$ cat src/rtl/nrsp_pkg.sv
`timescale 1ns / 1ps
// Shared types and constants for the name record stream parser.
// No dependencies; used by nrsp_core and name_record_stream_parser.
package nrsp_pkg;

    localparam int MAX_ALIAS_BYTES_DEF = 63;
    localparam int HDR_BYTES           = 10;
    localparam int FPRINT_BYTES        = 32;
    localparam int TS_BYTES            = 8;
    localparam int SIG_BYTES           = 64;
    localparam int MIN_RECORD          = 114;
    localparam int MAGIC_BYTES         = 8;
    localparam int VERSION_POS         = 8;
    localparam int ALEN_POS            = 9;
    localparam logic [7:0] REC_VERSION = 8'd1;
    localparam logic [7:0] COUNT_MAX   = 8'd255;

    typedef enum logic [2:0] {
        TAG_MAGIC     = 3'd0,
        TAG_VERSION   = 3'd1,
        TAG_ALEN      = 3'd2,
        TAG_ALIAS     = 3'd3,
        TAG_FPRINT    = 3'd4,
        TAG_TSTAMP    = 3'd5,
        TAG_SIG       = 3'd6,
        TAG_TRAIL     = 3'd7
    } t_tag;

    typedef enum logic [2:0] {
        ST_OK        = 3'd0,
        ST_SHORT     = 3'd1,
        ST_BAD_MAGIC = 3'd2,
        ST_BAD_VER   = 3'd3,
        ST_BAD_ALEN  = 3'd4,
        ST_TRUNC     = 3'd5
    } t_status;

    typedef struct packed {
        t_tag          tag;
        logic [5:0]    offset;
        logic [7:0]    data;
        logic          rec_end;
        t_status       status;
        logic [7:0]    alen;
        logic [63:0]   tstamp;
    } t_result;

    function automatic logic [7:0] magic_byte(input logic [2:0] idx);
        logic [7:0] v;
        case (idx)
            3'd0:    v = 8'h42;
            3'd1:    v = 8'h4C;
            3'd2:    v = 8'h4E;
            3'd3:    v = 8'h4D;
            3'd4:    v = 8'h56;
            3'd5:    v = 8'h30;
            3'd6:    v = 8'h31;
            3'd7:    v = 8'h00;
            default: v = 8'h00;
        endcase
        return v;
    endfunction

endpackage

$ cat src/rtl/nrsp_core.sv
`timescale 1ns / 1ps
// Per-byte field decode, record state and end-of-record status.
// Depends on nrsp_pkg.
module nrsp_core #(
    parameter int MAX_ALIAS_BYTES = nrsp_pkg::MAX_ALIAS_BYTES_DEF
) (
    input  logic               i_clk,
    input  logic               i_rst_n,
    input  logic               i_fire,
    input  logic [7:0]         i_byte,
    input  logic               i_last,
    output nrsp_pkg::t_result  o_result
);

    logic [7:0]  r_byte_count, n_byte_count;
    logic [7:0]  r_alen,       n_alen;
    logic        r_magic_bad,  n_magic_bad;
    logic        r_version_bad, n_version_bad;
    logic [63:0] r_time_accum, n_time_accum;

    logic        w_alias_bad;
    logic [7:0]  w_q_alias, w_q_fp, w_q_ts, w_q_sig;
    logic [8:0]  w_need;

    assign w_alias_bad = (r_byte_count > 8'(nrsp_pkg::ALEN_POS)) &&
                         ((r_alen == 8'd0) || (r_alen > 8'(MAX_ALIAS_BYTES)));
    assign w_q_alias = r_byte_count - 8'(nrsp_pkg::HDR_BYTES);
    assign w_q_fp    = w_q_alias - r_alen;
    assign w_q_ts    = w_q_fp - 8'(nrsp_pkg::FPRINT_BYTES);
    assign w_q_sig   = w_q_ts - 8'(nrsp_pkg::TS_BYTES);

    always_comb begin
        n_byte_count  = r_byte_count;
        n_alen        = r_alen;
        n_magic_bad   = r_magic_bad;
        n_version_bad = r_version_bad;
        n_time_accum  = r_time_accum;
        w_need        = '0;

        o_result           = '0;
        o_result.tag       = nrsp_pkg::TAG_TRAIL;
        o_result.data      = i_byte;
        o_result.status    = nrsp_pkg::ST_OK;

        if (r_magic_bad || r_version_bad || w_alias_bad) begin
            o_result.tag = nrsp_pkg::TAG_TRAIL;
        end else if (r_byte_count < 8'(nrsp_pkg::MAGIC_BYTES)) begin
            o_result.tag    = nrsp_pkg::TAG_MAGIC;
            o_result.offset = r_byte_count[5:0];
            if (i_byte != nrsp_pkg::magic_byte(r_byte_count[2:0])) begin
                n_magic_bad = 1'b1;
            end
        end else if (r_byte_count == 8'(nrsp_pkg::VERSION_POS)) begin
            o_result.tag = nrsp_pkg::TAG_VERSION;
            if (i_byte != nrsp_pkg::REC_VERSION) begin
                n_version_bad = 1'b1;
            end
        end else if (r_byte_count == 8'(nrsp_pkg::ALEN_POS)) begin
            o_result.tag = nrsp_pkg::TAG_ALEN;
            n_alen       = i_byte;
        end else if (w_q_alias < r_alen) begin
            o_result.tag    = nrsp_pkg::TAG_ALIAS;
            o_result.offset = w_q_alias[5:0];
        end else if (w_q_fp < 8'(nrsp_pkg::FPRINT_BYTES)) begin
            o_result.tag    = nrsp_pkg::TAG_FPRINT;
            o_result.offset = w_q_fp[5:0];
        end else if (w_q_ts < 8'(nrsp_pkg::TS_BYTES)) begin
            o_result.tag    = nrsp_pkg::TAG_TSTAMP;
            o_result.offset = w_q_ts[5:0];
            for (int k = 0; k < 8; k++) begin
                if (w_q_ts[2:0] == 3'(k)) begin
                    n_time_accum[8*k +: 8] = r_time_accum[8*k +: 8] | i_byte;
                end
            end
        end else if (w_q_sig < 8'(nrsp_pkg::SIG_BYTES)) begin
            o_result.tag    = nrsp_pkg::TAG_SIG;
            o_result.offset = w_q_sig[5:0];
        end

        n_byte_count = (r_byte_count == nrsp_pkg::COUNT_MAX) ? nrsp_pkg::COUNT_MAX
                                                              : r_byte_count + 8'd1;

        if (i_last) begin
            w_need = {1'b0, n_alen} + 9'(nrsp_pkg::HDR_BYTES + nrsp_pkg::FPRINT_BYTES
                                         + nrsp_pkg::TS_BYTES + nrsp_pkg::SIG_BYTES);
            o_result.rec_end = 1'b1;
            o_result.alen    = n_alen;
            if (n_byte_count < 8'(nrsp_pkg::MIN_RECORD)) begin
                o_result.status = nrsp_pkg::ST_SHORT;
            end else if (n_magic_bad) begin
                o_result.status = nrsp_pkg::ST_BAD_MAGIC;
            end else if (n_version_bad) begin
                o_result.status = nrsp_pkg::ST_BAD_VER;
            end else if ((n_alen == 8'd0) || (n_alen > 8'(MAX_ALIAS_BYTES))) begin
                o_result.status = nrsp_pkg::ST_BAD_ALEN;
            end else if ({1'b0, n_byte_count} < w_need) begin
                o_result.status = nrsp_pkg::ST_TRUNC;
            end else begin
                o_result.status = nrsp_pkg::ST_OK;
                o_result.tstamp = n_time_accum;
            end
            n_byte_count  = '0;
            n_alen        = '0;
            n_magic_bad   = 1'b0;
            n_version_bad = 1'b0;
            n_time_accum  = '0;
        end
    end

    always_ff @(posedge i_clk) begin
        if (!i_rst_n) begin
            r_byte_count  <= '0;
            r_alen        <= '0;
            r_magic_bad   <= 1'b0;
            r_version_bad <= 1'b0;
            r_time_accum  <= '0;
        end else if (i_fire) begin
            r_byte_count  <= n_byte_count;
            r_alen        <= n_alen;
            r_magic_bad   <= n_magic_bad;
            r_version_bad <= n_version_bad;
            r_time_accum  <= n_time_accum;
        end
    end

    a_clear_after_last: assert property (@(posedge i_clk) disable iff (!i_rst_n)
        i_fire && i_last |=> r_byte_count == 8'd0 && r_alen == 8'd0
                             && !r_magic_bad && !r_version_bad && r_time_accum == 64'd0)
        else $error("record state not cleared after last byte");

    a_count_sat: assert property (@(posedge i_clk) disable iff (!i_rst_n)
        i_fire && !i_last && r_byte_count == nrsp_pkg::COUNT_MAX
        |=> r_byte_count == nrsp_pkg::COUNT_MAX)
        else $error("byte count left saturation");

endmodule

$ cat src/rtl/name_record_stream_parser.sv
`timescale 1ns / 1ps
// Top level: input register, field decode core and output register.
// Depends on nrsp_pkg and nrsp_core.
//
// Takes a signed name record one byte per request on the slave side (tlast on
// the final byte) and returns one request per byte on the master side, tagged
// with its field and offset; the request carrying tlast also holds the parse
// status, alias length byte and, when the status is ok, the timestamp. One
// byte per clock is sustained while the master side takes every result; a
// byte is held in the input register once it is accepted and its result is
// then held in the result register until the master side takes it. The
// decode of each byte needs the record state left by the one before, which
// is one short compare-and-subtract chain between the two registers.
module name_record_stream_parser #(
    parameter int MAX_ALIAS_BYTES = nrsp_pkg::MAX_ALIAS_BYTES_DEF
) (
    input  logic        i_clk,
    input  logic        i_rst_n,
    input  logic        i_s_axis_tvalid,
    output logic        o_s_axis_tready,
    input  logic [7:0]  i_s_axis_tdata,   // [7:0] rec_byte
    input  logic        i_s_axis_tlast,   // last_byte
    output logic        o_m_axis_tvalid,
    input  logic        i_m_axis_tready,
    output logic [95:0] o_m_axis_tdata,   // [5:0] field_offset, [13:6] data_byte,
                                          // [16:14] parse_status, [24:17] alias_length,
                                          // [88:25] timestamp_ms, rest zero
    output logic [2:0]  o_m_axis_tuser,   // [2:0] field_tag
    output logic        o_m_axis_tlast    // record_end
);

    logic              r_in_valid;
    logic [7:0]        r_in_byte;
    logic              r_in_last;
    logic              r_out_valid;
    nrsp_pkg::t_result r_out;
    nrsp_pkg::t_result w_result;
    logic              w_fire;

    assign w_fire          = r_in_valid && (!r_out_valid || i_m_axis_tready);
    assign o_s_axis_tready = !r_in_valid || w_fire;

    nrsp_core #(
        .MAX_ALIAS_BYTES (MAX_ALIAS_BYTES)
    ) u_core (
        .i_clk    (i_clk),
        .i_rst_n  (i_rst_n),
        .i_fire   (w_fire),
        .i_byte   (r_in_byte),
        .i_last   (r_in_last),
        .o_result (w_result)
    );

    always_ff @(posedge i_clk) begin
        if (!i_rst_n) begin
            r_in_valid <= 1'b0;
        end else if (i_s_axis_tvalid && o_s_axis_tready) begin
            r_in_valid <= 1'b1;
        end else if (w_fire) begin
            r_in_valid <= 1'b0;
        end
    end

    always_ff @(posedge i_clk) begin
        if (i_s_axis_tvalid && o_s_axis_tready) begin
            r_in_byte <= i_s_axis_tdata;
            r_in_last <= i_s_axis_tlast;
        end
    end

    always_ff @(posedge i_clk) begin
        if (!i_rst_n) begin
            r_out_valid <= 1'b0;
        end else if (w_fire) begin
            r_out_valid <= 1'b1;
        end else if (i_m_axis_tready) begin
            r_out_valid <= 1'b0;
        end
    end

    always_ff @(posedge i_clk) begin
        if (w_fire) begin
            r_out <= w_result;
        end
    end

    assign o_m_axis_tvalid = r_out_valid;
    assign o_m_axis_tuser  = r_out.tag;
    assign o_m_axis_tlast  = r_out.rec_end;
    assign o_m_axis_tdata  = {7'd0, r_out.tstamp, r_out.alen, r_out.status,
                              r_out.data, r_out.offset};

    a_mid_record_quiet: assert property (@(posedge i_clk) disable iff (!i_rst_n)
        r_out_valid && !r_out.rec_end |-> r_out.status == nrsp_pkg::ST_OK
                                          && r_out.alen == 8'd0
                                          && r_out.tstamp == 64'd0)
        else $error("status fields set on a mid-record byte");

    a_trail_offset: assert property (@(posedge i_clk) disable iff (!i_rst_n)
        r_out_valid && r_out.tag == nrsp_pkg::TAG_TRAIL |-> r_out.offset == 6'd0)
        else $error("trailing byte with non-zero offset");

    a_tstamp_ok_only: assert property (@(posedge i_clk) disable iff (!i_rst_n)
        r_out_valid && r_out.tstamp != 64'd0 |-> r_out.status == nrsp_pkg::ST_OK)
        else $error("timestamp reported on a failed record");

    a_fire_loads_out: assert property (@(posedge i_clk) disable iff (!i_rst_n)
        w_fire |=> r_out_valid && r_out.data == $past(r_in_byte)
                   && r_out.rec_end == $past(r_in_last))
        else $error("output register missed a processed byte");

endmodule
$ cat config.mk
export PLATFORM = sky130hd
export DESIGN_NAME = name_record_stream_parser
export DESIGN_NICKNAME = d
export VERILOG_FILES = /design/src/rtl/nrsp_pkg.sv /design/src/rtl/nrsp_core.sv /design/src/rtl/name_record_stream_parser.sv
export SDC_FILE = /design/constraint.sdc
export NUM_CORES = 1
export LEC_CHECK = 0
export BUFFER_PORTS_ARGS = -buffer_cell sky130_fd_sc_hd__buf_2
export CAP_MARGIN = 20
export CORE_MARGIN = 2
export CORE_UTILIZATION = 62
export CTS_CLUSTER_DIAMETER = 30
export CTS_CLUSTER_SIZE = 20
export DETAILED_ROUTE_END_ITERATION = 10
export PLACE_DENSITY = 0.89
export REMOVE_ABC_BUFFERS = 1
export SYNTH_ARGS = -nofsm -noshare
export SYNTH_HDL_FRONTEND = slang
export SYNTH_SLANG_ARGS = --single-unit
$ cat constraint.sdc
create_clock -name i_clk -period 10.2 [get_ports i_clk]
set_clock_uncertainty 0.1 [all_clocks]
set_input_delay 0.51 -clock i_clk [delete_from_list [all_inputs] [get_ports i_clk]]
set_output_delay 0.51 -clock i_clk [all_outputs]
set_load 0.1 [all_outputs]
==> flow_summary.ini, run 1 <==
[synth]
yosysTopAreaCellShare = 0.338
synthDominantAreaCellType = edfxtp_1
synthDistinctLibCells = 77
asyncSetResetFlopFracSynth = 0
syn-instance-count = 870
synth.yosys.warnings = 0
post-synth-top-count-cell = nor2_1
ys_seq_area_frac = 0.539
synthTopCellsByCount = nor2_1, edfxtp_1, dfxtp_1, a31oi_1, nand2_1
synth.area.top_cells = edfxtp_1, dfxtp_1, a31oi_1
syn-mean-instance-area_sq_um = 10.4
synth-edff-count = 102
post_synth_instance_area_sq_mm = 0.00906
ys.flop_type = edfxtp_1
synth.ff_latch_count = 193

[critical_path]
worst-setup-path-type = register to register
worstSetupEndpointType = register
crit-reg2reg-capture = u_core.r_time_accum[20]
critical_path_s_largest_stage_delay_ns = 0.79
setup.reg_to_reg.worst_slack_ns = 4.84
critical_path.max_fanout = 102
crit_path_cell_trace = inv_1, ha_1, nor2b_1, nor2_1, xor2_1, ha_1, and3_1, a221oi_1, xor2_1, ha_1, xnor2_1, xor2_1, nor4_2, buf_4, nand4_1, o31ai_1
timing.critical_path.required_ns = 10.44
crit_path_start_kind = register
timing.critical_path.slowest_stage_cell = buf_4
r2r_cells = 16
r2r-start = u_core.r_byte_count[2]
worstPathArrival_ns = 5.61

[clocking]
cts_repair_resize_count = 0
clock_tree_from_tritoncts = built
clock-sinks = 193
maximum_number_of_buffers_from_clock_root_to_sink = 2
clk_pin_slew_ns = 0.07
cts_htree_levels = 4
clk_root_buffer_cell = clkbuf_16
numCtsBuffers = 17
postCtsSetupRepairBufs = 0
hold_buffers = 0
clock_insertion_delay_worst_skew_ns = 0.44

[sta]
final.period_utilization = 0.526
final.min_clock_period_ns = 5.36
hold_fails_final_rpt = 0
report.final.slew_viol_count = 0
maxClockFrequency_mhz = 186
timing_worst_slew_pin_value_ns = 1.10
max-slew-margin-rel = 0.270
rsz0062_at_grt = no
setup-violations-final = 0

[global_route]
grt_pass1_wl_microns = 34800
grt.overflow.total = 0
number_of_global_route_vias_before_repair = 6814
antenna_violations_before_repair = 0
grt.total_usage = 0.280
grt_start_max_net_pins = 103

[pwr]
finalPower_mw = 1.77
power.density_mw_per_mm2 = 172
internal_power_mw = 1.27
power_frac_clock = 0.397
combPwrFrac = 0.121
leakagePower_nw = 3.60
worst_ir_drop_vdd_uv = 142
power.switching_mw = 0.501
switching_share = 0.284
seqPwrFrac = 0.483

[finish]
final_layout_size_suffix_gt1_frac = 0.182
finalNonFillerCells = 1141
antennaDiodeCount = 0
final_nets = 986
post_route_utilization = 0.711
num-fill-cells = 979
syn2layout_area_growth_pct = 13.1
final_cell_area_sq_mm = 0.0103

[worst_hold_path]
holdPathEnd = r_in_last
min_path_type = input port to register
hold_path_depth = 1
min-delay-start = i_s_axis_tlast

[floorplanning]
start_util = 0.628
number_of_rows_created_at_floorplan = 44
dieArea_sq_mm = 0.0156
core_area_sq_mm = 0.0144
die_x_microns = 125
boundary_pin_count = 115
dieHeight_microns = 125

[placed_design]
finalWeightedCongestion = 0.984
dpl.hpwl_microns = 13800
port_buffers = 107
place_area_sq_mm = 0.00959
cell_count_after_placement = 1107

[route]
first_pass_iters = 9
antenna_violating_nets_post_route = 0
first_iteration_detailed_routing_drc_count = 1102
vias_per_cell = 6.37
post-route-drc-count = 0
vias = 7265
drt-wirelength-per-cell_microns = 19.3
postRouteWirelength_microns = 22000

[job]
maxCapViolCount = 0

[run_status]
status = finished clean
[routing by layer]
layer | track usage | part of all wire | up-vias
met4 | 0.119 | 0.029 | 0
met1 | 0.367 | 0.40 | 3425
met2 | 0.453 | 0.49 | 443
met3 | 0.0627 | 0.087 | 62
li1 | - | - | 3335
met5 | 0 | 0 | -
[critical path, delay by kind of cell (launching register included)]
kind | cells | cell delay, ns
buffers and inverters | 2 | 0.90
xor gates and xnor gates | 4 | 0.93
AOI/OAI and AO/OA | 2 | 0.66
and+or+nand+nor | 5 | 1.17
DFF | 1 | 0.53
adders and majority gates | 3 | 0.87
[cell usage in the layout (no fill, tap or decap), types with 11 or more instances in the layout]
master	instances
nand2_1	53
nor2_1	124
a22oi_1	17
buf_2	108
clkbuf_16	19
xor2_1	17
a31oi_1	85
o21ai_0	23
xnor2_1	16
buf_4	11
nor3_1	12
a21oi_1	18
ha_1	28
a41oi_1	14
inv_1	27
dfxtp_1	91
nor2b_1	25
edfxtp_1	102
a32o_1	18
[cell type report]
type | instances | area [sq um] | share of cell area
repair buffers | 120 | 643 | 0.0627
flip-flops and latches | 193 | 4880 | 0.476
inverters | 29 | 111 | 0.0109
well taps | 184 | 230 | 0.0225
clock buffers | 21 | 493 | 0.0481
multi-input cells | 583 | 3750 | 0.366
clock inverters | 11 | 143 | 0.0139
[state kept, by name (all words and copies together), names as in the netlist, named ones only]
register              cells
u_core.r_time_accum      64
r_in_valid                1
r_in_last                 1
o_m_axis_tlast            1
u_core.r_version_bad      1
u_core.r_alen             8
u_core.r_magic_bad        1
u_core.r_byte_count       8
r_in_byte                 8
o_m_axis_tuser            3
o_m_axis_tdata           89
o_m_axis_tvalid           1
[power groups by stage]
stage,Sequential (mW),Combinational (mW),Clock [mW]
floorplan,1.00,0.0407,0
global placement,0.868,0.210,0
detailed placement,0.869,0.212,0
CTS,0.852,0.212,0.703
global route,0.854,0.219,0.734
finish,0.853,0.213,0.701
[logic make-up (layout without fill, tap and decap cells)]
logic type	after synthesis	count (layout)	synth area share
other cells	1	7	0.000414
flops	193	193	0.539
mux	7	7	0.00814
fa+ha+maj	29	29	0.0409
simple gates	275	275	0.147
compound gates	231	231	0.178
xor+xnor	34	34	0.0345
buf+inv	100	181	0.0527
[metrics by stage]
step | setup TNS (ns) | worst slack [ns] | hold slack [ns]
after floorplan | -73.88 | -1.57 | 0.325
after global placement | 0 | 5.06 | 0.333
after detailed placement | 0 | 4.98 | 0.340
after CTS | 0 | 4.97 | 0.134
after global routing | 0 | 4.52 | 0.131
final | 0 | 4.84 | 0.144
[how the worst max path moves through the flow]
stage | startpoint | end | slack [ns] | cells past startpoint
finish | u_core.r_byte_count[2] | u_core.r_time_accum[20] | 4.84 | 16
global route | u_core.r_byte_count[2] | u_core.r_time_accum[20] | 4.52 | 16
CTS | u_core.r_byte_count[2] | u_core.r_time_accum[20] | 4.97 | 16
detailed placement | u_core.r_byte_count[2] | u_core.r_time_accum[20] | 4.98 | 16
global placement | u_core.r_byte_count[4] | o_m_axis_tdata[86] | 5.06 | 13
floorplan | u_core.r_byte_count[1] | u_core.r_time_accum[20] | -1.57 | 15
(Power assumes the default switching activity.)
==> run 2, diff against run 1 <==
--- a/config.mk
+++ b/config.mk
@@ -8,11 +8,11 @@
 export BUFFER_PORTS_ARGS = -buffer_cell sky130_fd_sc_hd__buf_2
 export CAP_MARGIN = 20
 export CORE_MARGIN = 2
-export CORE_UTILIZATION = 62
+export CORE_UTILIZATION = 52
 export CTS_CLUSTER_DIAMETER = 30
 export CTS_CLUSTER_SIZE = 20
 export DETAILED_ROUTE_END_ITERATION = 10
-export PLACE_DENSITY = 0.89
+export PLACE_DENSITY = 0.8
 export REMOVE_ABC_BUFFERS = 1
 export SYNTH_ARGS = -nofsm -noshare
 export SYNTH_HDL_FRONTEND = slang
==> constraint.sdc (replaced) <==
create_clock -name i_clk -period 4.7 [get_ports i_clk]
set_clock_uncertainty 0.1 [all_clocks]
set_input_delay 0.235 -clock i_clk [delete_from_list [all_inputs] [get_ports i_clk]]
set_output_delay 0.235 -clock i_clk [all_outputs]
set_load 0.1 [all_outputs]
==> run 2 against run 1 <==
Against the previous run: die area up 19%; worst hold slack worse by 0.080 ns; combinational power up 130%; register-to-register slack worse by 4.5 ns; clock power up 110%; setup slack worse by 4.5 ns; clock-buffer cell count up 1; sequential power up 120%; wire length up 1.7%; critical endpoint is now o_m_axis_tdata[2].
==> flow_summary.ini, run 2 (same netlist as run 1, synthesis figures left out) <==
[run_status]
status = finished clean

[pwr]
finalPower_mw = 3.82
power_frac_clock = 0.391
power.switching_mw = 1.08
seqPwrFrac = 0.482
combPwrFrac = 0.127
switching_share = 0.282
worst_ir_drop_vdd_uv = 282
internal_power_mw = 2.74
leakagePower_nw = 3.81
power.density_mw_per_mm2 = 359

[worst_hold_path]
hold_path_depth = 3
min_path_type = input port to register
min-delay-start = i_m_axis_tready
holdPathEnd = o_m_axis_tvalid

[sta]
maxClockFrequency_mhz = 231
final.min_clock_period_ns = 4.32
final.period_utilization = 0.920
finalSetupTns_ns = 0
max-slew-margin-rel = 0.373
whs_ns = 0.0639
report.final.slew_viol_count = 0
setup-violations-final = 0
rsz0062_at_grt = no
hold_fails_final_rpt = 0
timing_worst_slew_pin_value_ns = 0.941

[floorplanning]
start_util = 0.528
die_x_microns = 136
boundary_pin_count = 115
number_of_rows_created_at_floorplan = 48
core_area_sq_mm = 0.0172
dieHeight_microns = 136
dieArea_sq_mm = 0.0185

[critical_path]
worstPathArrival_ns = 4.42
r2r_cells = 18
crit-reg2reg-capture = o_m_axis_tdata[2]
worst-setup-path-type = register to register
timing.critical_path.required_ns = 4.80
crit_path_start_kind = register
worstSetupEndpointType = register
critical_path.max_fanout = 7
setup.reg_to_reg.worst_slack_ns = 0.38
r2r-start = u_core.r_byte_count[1]

[finish]
antennaDiodeCount = 0
largest_register_ffs = 89
final_nets = 1026
syn2layout_area_growth_pct = 17.3
multi_input_area_sq_mm = 0.00375
layout_common_cells = nor2_1, buf_2, edfxtp_1, dfxtp_1, a31oi_1
final_common_cell = nor2_1
seq_area_sq_mm = 0.00488
final_layout_size_suffix_gt1_frac = 0.205
num-fill-cells = 1364

[route]
vias_per_cell = 5.95
antenna_violating_nets_post_route = 0
post-route-drc-count = 0
first_iteration_detailed_routing_drc_count = 626
vias = 7271
drt-wirelength-per-cell_microns = 18.3
first_pass_iters = 5
postRouteWirelength_microns = 22400

[clocking]
clk_root_buffer_cell = clkbuf_16
clock-sinks = 193
clock_tree_from_tritoncts = built
clk_pin_slew_ns = 0.07
cts_htree_levels = 4
numCtsBuffers = 17
maximum_number_of_buffers_from_clock_root_to_sink = 2
clock_insertion_delay_worst_skew_ns = 0.43

[global_route]
grt.total_usage = 0.241
grt_pass1_wl_microns = 34900
number_of_global_route_vias_before_repair = 6739
grt.overflow.total = 0
grt_start_max_net_pins = 63
antenna_violations_before_repair = 0

[job]
maxCapViolCount = 0

[placed_design]
port_buffers = 107
dpl.hpwl_microns = 14400
finalWeightedCongestion = 0.925
==> run 2: changes by cell type in the layout (fill, tap and decap cells not counted), sizes merged <==
cell         previous run  this run
inv                    31        30
bufinv                  2         3
clkinv                  6         4
clkbuf                 21        23
buf                   120       149
dlygate4sd3             0        10
clkinvlp                1         2
==> run 2: worst max-delay path, cell delays in order, from the launching register on <==
cell and delay [ns]:
dfxtp_1 0.44, inv_1 0.15, ha_1 0.26, nor2b_1 0.16
nor2_1 0.07, xor2_1 0.16, ha_1 0.40, and3_1 0.22
a221oi_1 0.31, xor2_1 0.15, ha_1 0.23, xnor2_1 0.27
xor2_1 0.21, nor4_2 0.07, buf_4 0.18, buf_4 0.14
nor3_1 0.31, o31ai_1 0.12, buf_4 0.15
==> run 2: power by group through the flow <==
| stage | clock network (mW) | logic [mW] | registers (mW) |
|---|---|---|---|
| floorplan | 0 | 0.0882 | 2.17 |
| global placement | 0 | 0.473 | 1.88 |
| detailed placement | 0 | 0.476 | 1.88 |
| CTS | 1.51 | 0.483 | 1.84 |
| global route | 1.58 | 0.500 | 1.84 |
| finish | 1.49 | 0.484 | 1.84 |
==> run 2: worst max path at each step <==
| stage | to | depth (start not counted) | start |
|---|---|---|---|
| finish | o_m_axis_tdata[2] | 18 | u_core.r_byte_count[1] |
| global route | o_m_axis_tdata[48] | 16 | u_core.r_byte_count[1] |
| CTS | o_m_axis_tdata[60] | 15 | u_core.r_byte_count[4] |
| detailed placement | o_m_axis_tdata[51] | 15 | u_core.r_byte_count[4] |
| global placement | o_m_axis_tdata[70] | 15 | u_core.r_byte_count[0] |
| floorplan | u_core.r_time_accum[20] | 15 | u_core.r_byte_count[1] |
==> run 2: area by class of cell <==
cell class,instances,area share
clock buffer,22,0.0427
sequential,193,0.459
timing repair buffer,160,0.0941
clock inverter,10,0.0142
multi-input combinational,583,0.353
inverter,29,0.0105
tap,225,0.0265
==> run 2: timing repair <==
action / in CTS / in global routing
buffers inserted: 0 / 1
setup endpoints to repair: 0 / 65
hold endpoints to repair: 10 / 0
hold buffers: 10 / 0
gates resized for setup: 0 / 6
==> run 2: layer usage <==
layer | up-vias | GRT usage | share of wire
met1 | 3454 | 0.322 | 0.42
met3 | 39 | 0.0518 | 0.077
met4 | 0 | 0.0897 | 0.019
met5 | - | 0 | 0
met2 | 361 | 0.387 | 0.48
li1 | 3417 | - | -
==> run 2: metrics by stage <==
| stage | setup WS (ns) | area [sq um] | utilization | instances |
|---|---|---|---|---|
| after global routing | 0.0443 | 10600 | 0.619 | 1222 |
| after detailed placement | 0.116 | 9880 | 0.575 | 1178 |
| after global placement | 0.229 | 9880 | 0.575 | 1178 |
| after floorplan | -7.07 | 8720 | - | 805 |
| after CTS | 0.104 | 10600 | 0.617 | 1220 |
| final | 0.375 | 10600 | 0.619 | 1222 |
==> run 3, diff against run 2 <==
==> constraint.sdc (replaced) <==
create_clock -name i_clk -period 4.7 [get_ports i_clk]
set_clock_uncertainty 0.1 [all_clocks]
set_input_delay 0 -clock i_clk [delete_from_list [all_inputs] [get_ports i_clk]]
set_output_delay 0 -clock i_clk [all_outputs]
set_load 0.1 [all_outputs]
==> run 3 against run 2 <==
Against the previous run: combinational power rose by 0.8%; global-route usage barely moved; clock power barely moved; first-iteration DRC count rose by 19%; total power rose by 0.14%; highest routed layer unchanged; critical endpoint is now o_m_axis_tdata[55]; via count rose by 0.51%.
==> flow_summary.ini, run 3 (same netlist as run 1, synthesis figures left out) <==
[run_status]
status = finished clean

[floorplanning]
dieHeight_microns = 136
core_area_sq_mm = 0.0172
start_util = 0.528
boundary_pin_count = 115
number_of_rows_created_at_floorplan = 48
die_x_microns = 136
dieArea_sq_mm = 0.0185

[route]
postRouteWirelength_microns = 22400
antenna_violating_nets_post_route = 0
vias = 7308
vias_per_cell = 5.96
first_pass_iters = 5
first_iteration_detailed_routing_drc_count = 743
post-route-drc-count = 0
drt-wirelength-per-cell_microns = 18.2

[global_route]
grt.overflow.total = 0
number_of_global_route_vias_before_repair = 6742
grt_start_max_net_pins = 63
grt.total_usage = 0.242
antenna_violations_before_repair = 0
grt_pass1_wl_microns = 35000

[finish]
layout_common_cells = nor2_1, buf_2, edfxtp_1, dfxtp_1, a31oi_1
largest_register_ffs = 89
syn2layout_area_growth_pct = 17.9
final_nets = 1031
final_common_cell = nor2_1
seq_area_sq_mm = 0.00488
multi_input_area_sq_mm = 0.00375
final_cell_area_sq_mm = 0.0107
num-fill-cells = 1362
antennaDiodeCount = 0
final_layout_size_suffix_gt1_frac = 0.204

[sta]
rsz0062_at_grt = no
final.min_clock_period_ns = 4.33
whs_ns = 0.174
report.final.slew_viol_count = 0
timing_worst_slew_pin_value_ns = 0.950
setup-violations-final = 0
max-slew-margin-rel = 0.367
hold_fails_final_rpt = 0
layout_setup_ws_ns = 0.375
maxClockFrequency_mhz = 231
final.period_utilization = 0.920

[critical_path]
crit_path_start_kind = register
worstPathArrival_ns = 4.41
worst-setup-path-type = register to register
critical_path.max_fanout = 31
worstSetupEndpointType = register
timing.critical_path.required_ns = 4.79

[job]
maxCapViolCount = 0

[worst_hold_path]
min_path_type = input port to register

[clocking]
clk_root_buffer_cell = clkbuf_16
clk_pin_slew_ns = 0.07
numCtsBuffers = 17
clock_insertion_delay_worst_skew_ns = 0.43
clock-sinks = 193
clock_tree_from_tritoncts = built
maximum_number_of_buffers_from_clock_root_to_sink = 2
cts_htree_levels = 4

[placed_design]
place_area_sq_mm = 0.00988
finalWeightedCongestion = 0.925
port_buffers = 107
dpl.hpwl_microns = 14400
pre_cts_ws_ns = 0.116

[pwr]
finalPower_mw = 3.82
power.density_mw_per_mm2 = 358
worst_ir_drop_vdd_uv = 282
leakagePower_nw = 3.83
==> run 3: stage by stage <==
| stage | utilization | cells | setup TNS (ns) |
|---|---|---|---|
| 4_1_cts | 0.619 | 1225 | 0 |
| 3_3_place_gp | 0.575 | 1178 | 0 |
| 3_5_place_dp | 0.575 | 1178 | 0 |
| 5_1_grt | 0.622 | 1227 | 0 |
| 2_1_floorplan | - | 805 | -820.50 |
| 6_report | 0.622 | 1227 | 0 |
==> run 3: power by group <==
part	switching [mW]	internal, mW	leakage, nW
clock network	0.636	0.860	0.287
logic	0.422	0.0656	1.89
registers	0.0200	1.82	1.65
==> run 3: routing by layer <==
metal  track usage  up-vias  wire (microns)
met1         0.322     3469            9420
met5             0        -               0
met3        0.0515       48            1670
met2         0.388      366           10800
met4        0.0897        0             501
li1              -     3425               -
==> run 3: path summary, 6_finish.rpt <==
| kind | from | to | cells past startpoint | slack [ns] |
|---|---|---|---|---|
| worst max-delay path | u_core.r_byte_count[0] | o_m_axis_tdata[55] | 15 | 0.37 |
| worst min-delay path | i_s_axis_tlast | r_in_last | 2 | 0.17 |
| worst max register to register | u_core.r_byte_count[0] | o_m_axis_tdata[55] | 15 | 0.37 |
| worst min register to register | u_core.r_time_accum[58] | u_core.r_time_accum[58] | 2 | 0.35 |
==> run 3: timing repair <==
item,CTS,global route
setup endpoints to repair,0,65
endpoints found under the hold margin,26,0
gates resized for setup,0,6
setup buffers,0,1
hold buffers,15,0
==> run 3: layout make-up <==
cell class / count / area share
Clock buffer: 22 / 0.0425
Clock inverter: 10 / 0.0142
Inverter: 29 / 0.0104
Multi-Input combinational cell: 583 / 0.351
Sequential cell: 193 / 0.457
Tap cell: 225 / 0.0263
Timing Repair Buffer: 165 / 0.0983
==> run 3: critical path, cell delays in order (launching register included) <==
cell and delay [ns]:
dfxtp_1 0.50, inv_1 0.11, ha_1 0.30, nand4b_1 0.39
o21ai_2 0.30, a22oi_2 0.16, nor3_1 0.24, xor2_1 0.10
mux2_2 0.29, ha_1 0.22, a2111oi_1 0.33, o21ai_1 0.20
a211oi_2 0.26, or4_4 0.26, clkbuf_16 0.24, nor2_1 0.07
